`config.mk`:
```
export PLATFORM = sky130hd
export DESIGN_NAME = phh_ctrl
export DESIGN_NICKNAME = d
export VERILOG_FILES = /design/src/design/phh_pkg.sv /design/src/design/phh_ctrl.sv
export SDC_FILE = /design/constraint.sdc
export NUM_CORES = 1
export LEC_CHECK = 0
export ABC_AREA = 1
export BUFFER_PORTS_ARGS = -buffer_cell sky130_fd_sc_hd__buf_2
export CELL_PAD_IN_SITES_DETAIL_PLACEMENT = 1
export CELL_PAD_IN_SITES_GLOBAL_PLACEMENT = 2
export CORE_AREA = 8 8 45 47
export CTS_BUF_LIST = sky130_fd_sc_hd__clkbuf_4
export DETAILED_ROUTE_END_ITERATION = 12
export DIE_AREA = 0 0 53 55
export PLACE_DENSITY_LB_ADDON = 0.1
export SLEW_MARGIN = 20
export SYNTH_ARGS = -nofsm -noshare
export SYNTH_HDL_FRONTEND = slang
export SYNTH_SLANG_ARGS = --single-unit
```
`constraint.sdc`:
```
create_clock -name clk -period 1.4 [get_ports clk]
set_clock_uncertainty 0.15 [all_clocks]
set_input_delay 0.21 -clock clk [delete_from_list [all_inputs] [get_ports clk]]
set_output_delay 0.21 -clock clk [all_outputs]
set_load 0.01 [all_outputs]
```
`src/design/phh_pkg.sv`:
```
// Shared package for the pulse-height histogram block.
// Holds field widths, register and opcode codes, controller state and control structs.
// No dependencies.
package phh_pkg;

  // Fixed field widths
  localparam int unsigned AMP_W    = 12;
  localparam int unsigned BIN_W    = 12;
  localparam int unsigned WORD_W   = 32;
  localparam int unsigned MODE_W   = 2;
  localparam int unsigned CFG_A_W  = 4;

  // Defaults for the top-level parameters
  localparam int unsigned BIN_SLOTS_DEF  = 4096;
  localparam int unsigned COUNT_BITS_DEF = 32;

  // Configuration register indexes
  typedef enum logic [CFG_A_W-1:0] {
    REG_ENABLE = 4'd0,
    REG_MODE   = 4'd1,
    REG_OFFSET = 4'd2,
    REG_LIMIT  = 4'd3
  } cfg_reg_t;

  // Item opcodes
  localparam logic OP_RECORD = 1'b0;
  localparam logic OP_READ   = 1'b1;

  // Resolution modes (mode 3 behaves as 1024 bins)
  localparam logic [MODE_W-1:0] MODE_1K = 2'd0;
  localparam logic [MODE_W-1:0] MODE_2K = 2'd1;
  localparam logic [MODE_W-1:0] MODE_4K = 2'd2;

  typedef enum logic [1:0] {
    ST_CLEAR,
    ST_IDLE,
    ST_READ,
    ST_WRITE
  } phh_state_t;

  // Controller -> datapath
  typedef struct packed {
    logic clear_we;  // write zero at the sweep address
    logic load;      // capture the accepted item
    logic commit;    // write back, bump pulse count, load result
  } phh_cmd_t;

  // Datapath -> controller
  typedef struct packed {
    logic clear_last;  // sweep is at the last slot
    logic out_free;    // result register can take a new result
  } phh_status_t;

endpackage

```
`src/design/phh_ctrl.sv`:
```
// Controller state machine for the pulse-height histogram block.
// Depends on phh_pkg for state and command/status types.
module phh_ctrl import phh_pkg::*; (
  input  logic        clk,
  input  logic        rst_n,
  input  logic        in_valid,
  output logic        in_ready,
  input  phh_status_t status,
  output phh_cmd_t    cmd
);

  phh_state_t state_r, state_nxt;

  always_ff @(posedge clk) begin
    if (!rst_n) begin
      state_r <= ST_CLEAR;
    end else begin
      state_r <= state_nxt;
    end
  end

  always_comb begin
    state_nxt = state_r;
    in_ready  = 1'b0;
    cmd       = '0;
    unique case (state_r)
      ST_CLEAR: begin
        cmd.clear_we = 1'b1;
        if (status.clear_last) begin
          state_nxt = ST_IDLE;
        end
      end
      ST_IDLE: begin
        in_ready = 1'b1;
        if (in_valid) begin
          cmd.load  = 1'b1;
          state_nxt = ST_READ;
        end
      end
      ST_READ: begin
        state_nxt = ST_WRITE;
      end
      ST_WRITE: begin
        if (status.out_free) begin
          cmd.commit = 1'b1;
          state_nxt  = ST_IDLE;
        end
      end
      default: begin
        state_nxt = ST_CLEAR;
      end
    endcase
  end

endmodule

```
# == Word level (Yosys, flattened, before mapping) ==
# Index checks and enable logic that the tools add are counted.
# totals
reg_bits,2
out_inout_bits,4
memories,0
wordCells,19
in_bits,5
mem_bits_rw,0
latch_bits,0
mem_bits_ro,0
# classes
mul,0
bitwise_logic,0
add_sub_neg,0
n_eq_ne,6
n_reduce_logical,2
shifts,0
mux,10
magnitude_cmp,0
div_mod_pow,0
# op_table
op,n
$pmux W2 S4,1
$mux W1,6
$mux W2,3
$ne A2 B2 Y1 const B,3
$eq A2 B2 Y1 const B,2
$reduce_and A3 Y1,1
$eq A2 B1 Y1 const B,1
$logic_not A2 Y1,1

# == Logic depth before layout (Yosys ltp) ==
# Gate-level depths: netlist (run 1).
# depth
depth_word,3
depth_mapped,7
ltp_nobuf,7

# == Worst setup path before layout (run 1) ==
# Ideal clock, no wire load.
# synth_path
path_type,reg2reg
startpoint,reg state_r[0]
endpoint,reg state_r[0]
n_path_buf,0
stages_incl_launch_ff,7
slack_ps,193
synth_period_minus_slack_ps,1207
required_time_ps,1137
t_arrival_ps,944
path_cell_list,dfxtp_1 > inv_1 > ha_1 > nand2_1 > nand3_2 > nor2_1 > nor2_1
# synth_via
elab_chain_cells,3
# synth_rtl
item,line_no,rtl
start: declaration,phh_ctrl.sv:12,"phh_state_t state_r, state_nxt;"
start signal: assignment,phh_ctrl.sv:18,state_r <= state_nxt;
"$eq A2 B2 Y1, or another cell as far along",phh_ctrl.sv:26,unique case (state_r)
$ne A2 B2 Y1 (no line),n/a,
$reduce_and A3 Y1 (no line),n/a,
# Several ways; a longest one is shown, not always the timed one.
# A chain may end at the register's enable or synchronous reset.

==> metrics, run 1 <==
peak supply drop=510 µV; initial antenna violation count=0; Regs by FF count=state_r x2; Post-Syn Area=179 µm²; synthesized instance count=28; Register-to-Register Path Depth=6; Critical Path Start=state_r[1]; Biggest register=state_r; post-route ant nets=0; Leak=0.173 nW; Hold Fails Final Rpt=0; H-tree level count=1; DP Area=239 µm²; Reg clk slew, reported paths=30 ps; number of global-route vias before repair=195; CTS tree=yes; Largest stage delay, worst path=340 ps; register area share after synthesis=22.4%; largest net degree at the start of global routing=5; crit path max-delay cell type=dfxtp_2; Ys Warns=0; worst reg-to-reg setup slack=210 ps; worst path cell trace=inv_4 > ha_4 > nand2_2 > inv_1 > buf_2; total track usage=4.14%; Initial Utilization=12.9%; Die X=53 µm; Hold WS=63.9 ps; worst r2r dst=state_r[0]; Top Family by Delay on Critical Path=flip-flops; vias per cell=3.36; final setup violation count=0; Row Count=14; worst rel slew slack=93.4%; hpwl dp=386 µm; insertion delay to the later sink of the worst-skew pair=220 ps; Clock Tree Buf Depth=2; CTS Buf Count=3; kind of critical path=register to output port; met2 WL=223 µm; Tcrit/Tclk final=94.9%; DIE AREA=2920 µm²; Avg WL per Cell=8.42 µm; Max FO, Critical Path=4; layout cell share with drive strength beyond 1=48.7%; Detailed Route WL=463 µm; crit end category=output port; Tmin final=1330 ps; RSZ-0062 raised after global routing=yes; cell taking the most area after synthesis=ha_1; Hold Path Class=primary input to register; PD cells=1910 nW/µm²; Placed Cells incl. Taps=52; Setup TNS=0 ps; Final Cell Area=289 µm²; Largest register FFs=2; initial DRC count=1; via count=185; synth top area cells=ha_1 (28%), dfxtp_1 (22%), nand2_1 (19%); met1 wire length=197 µm; commonest non-fill, non-tap cells in the layout=nand2_1 (8), buf_2 (8), inv_1 (7), nor2_1 (4), clkbuf_4 (3); worst hold stages=3; Net Count, Synth=37; IO buf count=8; final core utilization=20.9%; Synth Register Bits=2; core area=1380 µm²; max cap viols=0; Max Slew Vio Count=0; worst setup path end=cmd[1]; Worst Path Buf+Inv=3; Detailed Routing Iterations Pass 1=2; RR Startpoint=state_r[0]; Max Clk Rate=752 MHz; clock root buffer=clkbuf_4; Top Layer Used=met3; Area growth, synth to finish=61.5%; wire length on met3=41 µm; # diodes=0; Final #Nets=50; Netlist cell types=6; gr ovfl total=0; I/O pin total=9; Clock Sinks=2; # DRC=0; outcome=finished clean; worst setup margin=71.0 ps; Post-Layout Cell Count=55; Yosys top cell area share=28.0%; die height=55 µm; Power, Total=0.551 mW; Final Wtd Congestion=0.772; hold_buf cts=0; Worst-Margin Slew=97.9 ps; critical path depth=5; Syn Area/Cell=6.39 µm²; Worst setup SP type=register; Post-Place Worst Slack=127 ps; Critical Path RT=1040 ps; first-pass GRT wire length=786 µm; crit path DAT=970 ps
-- synthesized netlist by cell type (all sizes together) --
| library cell | count |
|---|---|
| nand2 | 9 |
| inv | 8 |
| nor2 | 4 |
| nand3 | 1 |
| dfxtp | 2 |
| ha | 4 |
-- power breakdown --
part	internal (mW)	switching (mW)	leakage (nW)	total (mW)
Combinational	0.126	0.168	0.141	0.294
Clock	0.0944	0.0309	0.0138	0.125
Sequential	0.0960	0.0362	0.0175	0.132
Total	0.316	0.235	0.173	0.551
-- worst reg2reg max path, delay by kind of cell (launching register included) --
family	cells	cell delay (ps)
flip-flops	1	360
adder cells (fa/ha/maj)	1	180
buffers and inverters	1	60
AND/OR/NAND/NOR	4	320
-- worst min path at each step --
| stage | startpoint | to | slack (ps) |
|---|---|---|---|
| after detailed placement | rst_n | state_r[1] | 310 |
| final | rst_n | state_r[1] | 60 |
| after global routing | rst_n | state_r[1] | 50 |
| after CTS | rst_n | state_r[0] | 60 |
| after floorplan | rst_n | state_r[0] | 180 |
| after global placement | rst_n | state_r[0] | 300 |
-- cells by family after synthesis --
logic type,count (synthesis),synth area share [%]
adder cells (fa/ha/maj),4,28.0
flip-flops,2,22.4
AND/OR/NAND/NOR,14,32.9
buffers and inverters,8,16.8
-- timing repair --
| action | in CTS | in global routing |
|---|---|---|
| resized for setup | 3 | 7 |
| buffers inserted | 0 | 0 |
| endpoints found under the setup margin | 2 | 3 |
-- per-layer routing --
metal | GRT usage [%] | vias to the layer above
li1 | - | 104
met1 | 3.47 | 76
met2 | 5.08 | 5
met3 | 3.21 | 0
met4 | 6.47 | 0
met5 | 0 | -
-- cell type report --
type                       instances  area, µm²
clock buffer                       3       22.5
fill                             179       1090
inverter                           8       32.5
multi-input combinational         18        129
sequential                         2       45.0
tap                               16       20.0
timing repair buffer               8       40.0
(Power assumes the default switching activity.)
==> inputs of run 2 (changes only) <==
--- a/config.mk
+++ b/config.mk
@@ -6,13 +6,13 @@
 export NUM_CORES = 1
 export LEC_CHECK = 0
 export ABC_AREA = 1
-export BUFFER_PORTS_ARGS = -buffer_cell sky130_fd_sc_hd__buf_2
 export CELL_PAD_IN_SITES_DETAIL_PLACEMENT = 1
 export CELL_PAD_IN_SITES_GLOBAL_PLACEMENT = 2
 export CORE_AREA = 8 8 45 47
 export CTS_BUF_LIST = sky130_fd_sc_hd__clkbuf_4
 export DETAILED_ROUTE_END_ITERATION = 12
 export DIE_AREA = 0 0 53 55
+export DONT_BUFFER_PORTS = 1
 export PLACE_DENSITY_LB_ADDON = 0.1
 export SLEW_MARGIN = 20
 export SYNTH_ARGS = -nofsm -noshare
==> run 2 against run 1 <==
Via count decreased by 15%. Critical path type unchanged. Maximum frequency down 2.0%. Register-to-register slack worse by 50 ps. Sequential cell count unchanged.
==> metrics, run 2 (synthesized netlist as in run 1, its figures left out) <==
Max FO, Critical Path=4; DIE AREA=2920 µm²; post-route ant nets=0; DP Area=214 µm²; total track usage=3.44%; Detailed Route WL=438 µm; Regs by FF count=state_r x2; worst path cell trace=inv_1 > ha_1 > buf_4; Largest register FFs=2; layout cell share with drive strength beyond 1=26.5%; CTS Buf Count=3; Die X=53 µm; Max Slew Vio Count=0; max cap viols=0; core area=1380 µm²; most common cell after layout, fill and taps aside=nand2_1; via count=157; largest net degree at the start of global routing=5; Clock Tree Buf Depth=2; worst rel slew slack=93.0%; IO buf count=0; Hold Path Class=primary input to register; # diodes=0; commonest non-fill, non-tap cells in the layout=nand2_1 (9), inv_1 (7), nor2_1 (4), ha_1 (3), clkbuf_4 (3); Tcrit/Tclk final=96.9%; Area growth, synth to finish=39.9%; Final #Nets=45; H-tree level count=1; number of global-route vias before repair=169; Top Family by Delay on Critical Path=flip-flops; crit end category=output port; outcome=finished clean; Initial Utilization=12.9%; final setup violation count=0; crit path DAT=1000 ps; RSZ-0062 raised after global routing=yes; crit path max-delay cell type=dfxtp_2; Hold WS=176 ps; Avg WL per Cell=8.76 µm; kind of critical path=register to output port; Power, Total=0.513 mW; Hold Fails Final Rpt=0; Tmin final=1360 ps; PD cells=2050 nW/µm²; clock root buffer=clkbuf_4; I/O pin total=9; peak supply drop=491 µV; Worst setup SP type=register; first-pass GRT wire length=710 µm; Final Wtd Congestion=0.693; CTS tree=yes; Final Cell Area=250 µm²; Setup TNS=0 ps; die height=55 µm; vias per cell=3.14; Biggest register=state_r; Max Clk Rate=737 MHz; Clock Sinks=2; initial DRC count=0; # DRC=0; Worst-Margin Slew=105 ps; Detailed Routing Iterations Pass 1=1; Largest stage delay, worst path=350 ps; Reg clk slew, reported paths=30 ps; gr ovfl total=0; Leak=0.152 nW; initial antenna violation count=0; insertion delay to the later sink of the worst-skew pair=220 ps; Worst Path Buf+Inv=2; hpwl dp=370 µm; Critical Path RT=1040 ps; Row Count=14
[run 2: what timing repair did]
| action | 4_1_cts | 5_1_grt |
|---|---|---|
| hold endpoints to repair | 2 | 0 |
| endpoints found under the setup margin | 2 | 4 |
| hold buffers | 1 | 0 |
| gates resized for setup | 2 | 1 |
| setup buffers | 0 | 0 |
[run 2: through the flow]
stage          utilization, %  worst slack, ps  instances
6_report                 18.1             43.7         50
5_1_grt                  18.1            -22.2         50
4_1_cts                  18.1             4.44         50
3_5_place_dp             15.5              106         46
3_3_place_gp             15.5             77.1         46
2_1_floorplan               -              193         28
[run 2: worst paths after layout]
path / depth (start not counted) / endpoint / from / slack, ps
worst max register to register: 7 / state_r[1] / state_r[0] / 160
worst min-delay path: 5 / state_r[0] / status[1] / 180
worst min register to register: 4 / state_r[1] / state_r[1] / 430
worst max-delay path: 3 / cmd[2] / state_r[0] / 40
[run 2: power by group]
part / internal, mW / switching (mW) / total (mW)
Sequential: 0.0880 / 0.0257 / 0.114
Combinational: 0.117 / 0.157 / 0.274
Clock: 0.0945 / 0.0315 / 0.126
Total: 0.299 / 0.214 / 0.513
[run 2: layout make-up]
class	instances	area, µm²
Timing Repair Buffer	3	25.0
Sequential cell	2	41.3
Clock buffer	3	22.5
Tap cell	16	20.0
Inverter	8	30.0
Fill cell	173	1130
Multi-Input combinational cell	18	111
[run 2: worst min-delay path, stage by stage]
cell and delay (ps):
inv_1 30, nand2_1 50, nand3_2 90, nor2_1 40
nor2_1 80
[run 2: metal layers]
metal	GRT usage, %	up-vias	share of wire, %
met3	2.67	0	11
met4	2.59	0	0
met5	0	-	0
li1	-	91	-
met1	3.32	61	45
met2	4.88	5	44
==> inputs of run 3 (changes only) <==
--- a/config.mk
+++ b/config.mk
@@ -8,10 +8,9 @@
 export ABC_AREA = 1
 export CELL_PAD_IN_SITES_DETAIL_PLACEMENT = 1
 export CELL_PAD_IN_SITES_GLOBAL_PLACEMENT = 2
-export CORE_AREA = 8 8 45 47
-export CTS_BUF_LIST = sky130_fd_sc_hd__clkbuf_4
+export CORE_AREA = 4 4 41 43
 export DETAILED_ROUTE_END_ITERATION = 12
-export DIE_AREA = 0 0 53 55
+export DIE_AREA = 0 0 45 47
 export DONT_BUFFER_PORTS = 1
 export PLACE_DENSITY_LB_ADDON = 0.1
 export SLEW_MARGIN = 20
==> run 3 against run 2 <==
Core utilization increased by 1.1 points. Die area decreased by 27%. Final cell count decreased by 2.0%. Sequential cell count unchanged. Global-route usage increased by 1.1 points. Design area decreased by 0.50%. Clock-buffer cell count unchanged. Sequential power about the same. Critical path type unchanged.
==> metrics, run 3 (synthesized netlist as in run 1, its figures left out) <==
initial antenna violation count=0; Detailed Route WL=411 µm; Regs by FF count=state_r x2; crit end category=output port; via count=167; Final #Nets=45; # diodes=0; total track usage=4.50%; Worst-Margin Slew=99.1 ps; Initial Utilization=13.8%; IO buf count=0; Max Clk Rate=739 MHz; Clock Tree Buf Depth=2; core area=1300 µm²; Reg clk slew, reported paths=30 ps; Post-Layout Cell Count=49; largest net degree at the start of global routing=5; Tcrit/Tclk final=96.6%; # DRC=0; PD cells=2050 nW/µm²; worst setup margin=47.4 ps; Max FO, Critical Path=4; layout cell share with drive strength beyond 1=26.5%; die height=47 µm; Register-to-Register Path Depth=7; insertion delay to the later sink of the worst-skew pair=220 ps; Hold Fails Final Rpt=0; gr ovfl total=0; Avg WL per Cell=8.39 µm; Power, Total=0.510 mW; commonest non-fill, non-tap cells in the layout=nand2_1 (9), inv_1 (7), nor2_1 (4), ha_1 (3), clkbuf_4 (3); vias per cell=3.41; worst rel slew slack=93.4%; Register Area=41.3 µm²; Hold Path Class=primary input to register; Multi-input gate area=111 µm²; Largest register FFs=2; I/O pin total=9; Final Wtd Congestion=0.642; RR Startpoint=state_r[0]; crit path DAT=990 ps; first-pass GRT wire length=634 µm; Filler cells=167; Placed Cells incl. Taps=45; final setup violation count=0; Biggest register=state_r; H-tree level count=1; DIE AREA=2120 µm²; CTS tree=yes; worst r2r dst=state_r[0]; peak supply drop=460 µV; initial DRC count=3; Critical Path Start=state_r[0]; Setup TNS=0 ps; kind of critical path=register to output port; Critical Path RT=1040 ps; Row Count=13; clock root buffer=clkbuf_4; Post-Place Worst Slack=96.5 ps; Worst setup SP type=register; number of global-route vias before repair=177; Clock Sinks=2; worst reg-to-reg setup slack=180 ps; Die X=45 µm; outcome=finished clean; Leak=0.152 nW; Max Slew Vio Count=0; Tmin final=1350 ps; Setup Buffers After CTS=0; hpwl dp=352 µm; Area growth, synth to finish=39.2%; RSZ-0062 raised after global routing=no; most common cell after layout, fill and taps aside=nand2_1; max cap viols=0; worst setup path end=cmd[2]; Detailed Routing Iterations Pass 1=4; post-route ant nets=0; CTS Buf Count=3
[run 3: cell counts in the layout (fill, tap and decap cells not counted)]
No cell type changed its count.
[run 3: through the flow]
stage / instance area, µm² / util (%) / hold WS [ps]
after floorplan: 179 / - / 180
after global placement: 213 / 16.3 / 194
after detailed placement: 213 / 16.3 / 197
after CTS: 246 / 18.9 / 179
after global routing: 249 / 19.1 / 226
final: 249 / 19.1 / 173
[run 3: area by class of cell]
type                            instances  share of cell area (%)
Multi-Input combinational cell         18                    44.7
Sequential cell                         2                    16.6
Inverter                                8                    12.1
Timing Repair Buffer                    3                    10.1
Clock buffer                            3                    9.05
Tap cell                               15                    7.54
[run 3: metal layers]
layer  GRT usage (%)  up-vias  share of wire (%)
li1                -       91                  -
met1            4.52       69                 42
met2            6.78        7                 48
met3            1.53        0                 10
met4            5.26        0                  0
met5               0        -                  0
[run 3: how the worst min path moves through the flow]
stage	from	to	slack, ps	depth (start not counted)
after floorplan	rst_n	state_r[0]	180	2
after global placement	rst_n	state_r[0]	190	2
after detailed placement	rst_n	state_r[0]	200	2
after CTS	status[1]	state_r[1]	180	5
after global routing	status[1]	state_r[0]	230	6
final	status[1]	state_r[1]	170	5
[run 3: power breakdown]
| part | total (mW) | switching [mW] | internal (mW) |
|---|---|---|---|
| clock network | 0.125 | 0.0307 | 0.0944 |
| logic | 0.271 | 0.154 | 0.117 |
| registers | 0.114 | 0.0259 | 0.0880 |
| total | 0.510 | 0.211 | 0.299 |
[run 3: critical path, cell delays in order, from the launching register on]
cell	delay, ps
dfxtp_2	350
inv_1	70
ha_1	210
buf_4	150
[run 3: timing repair]
action / CTS / global route
hold buffers: 1 / 0
gates resized for setup: 1 / 2
hold endpoints to repair: 2 / 0
endpoints found under the setup margin: 1 / 3
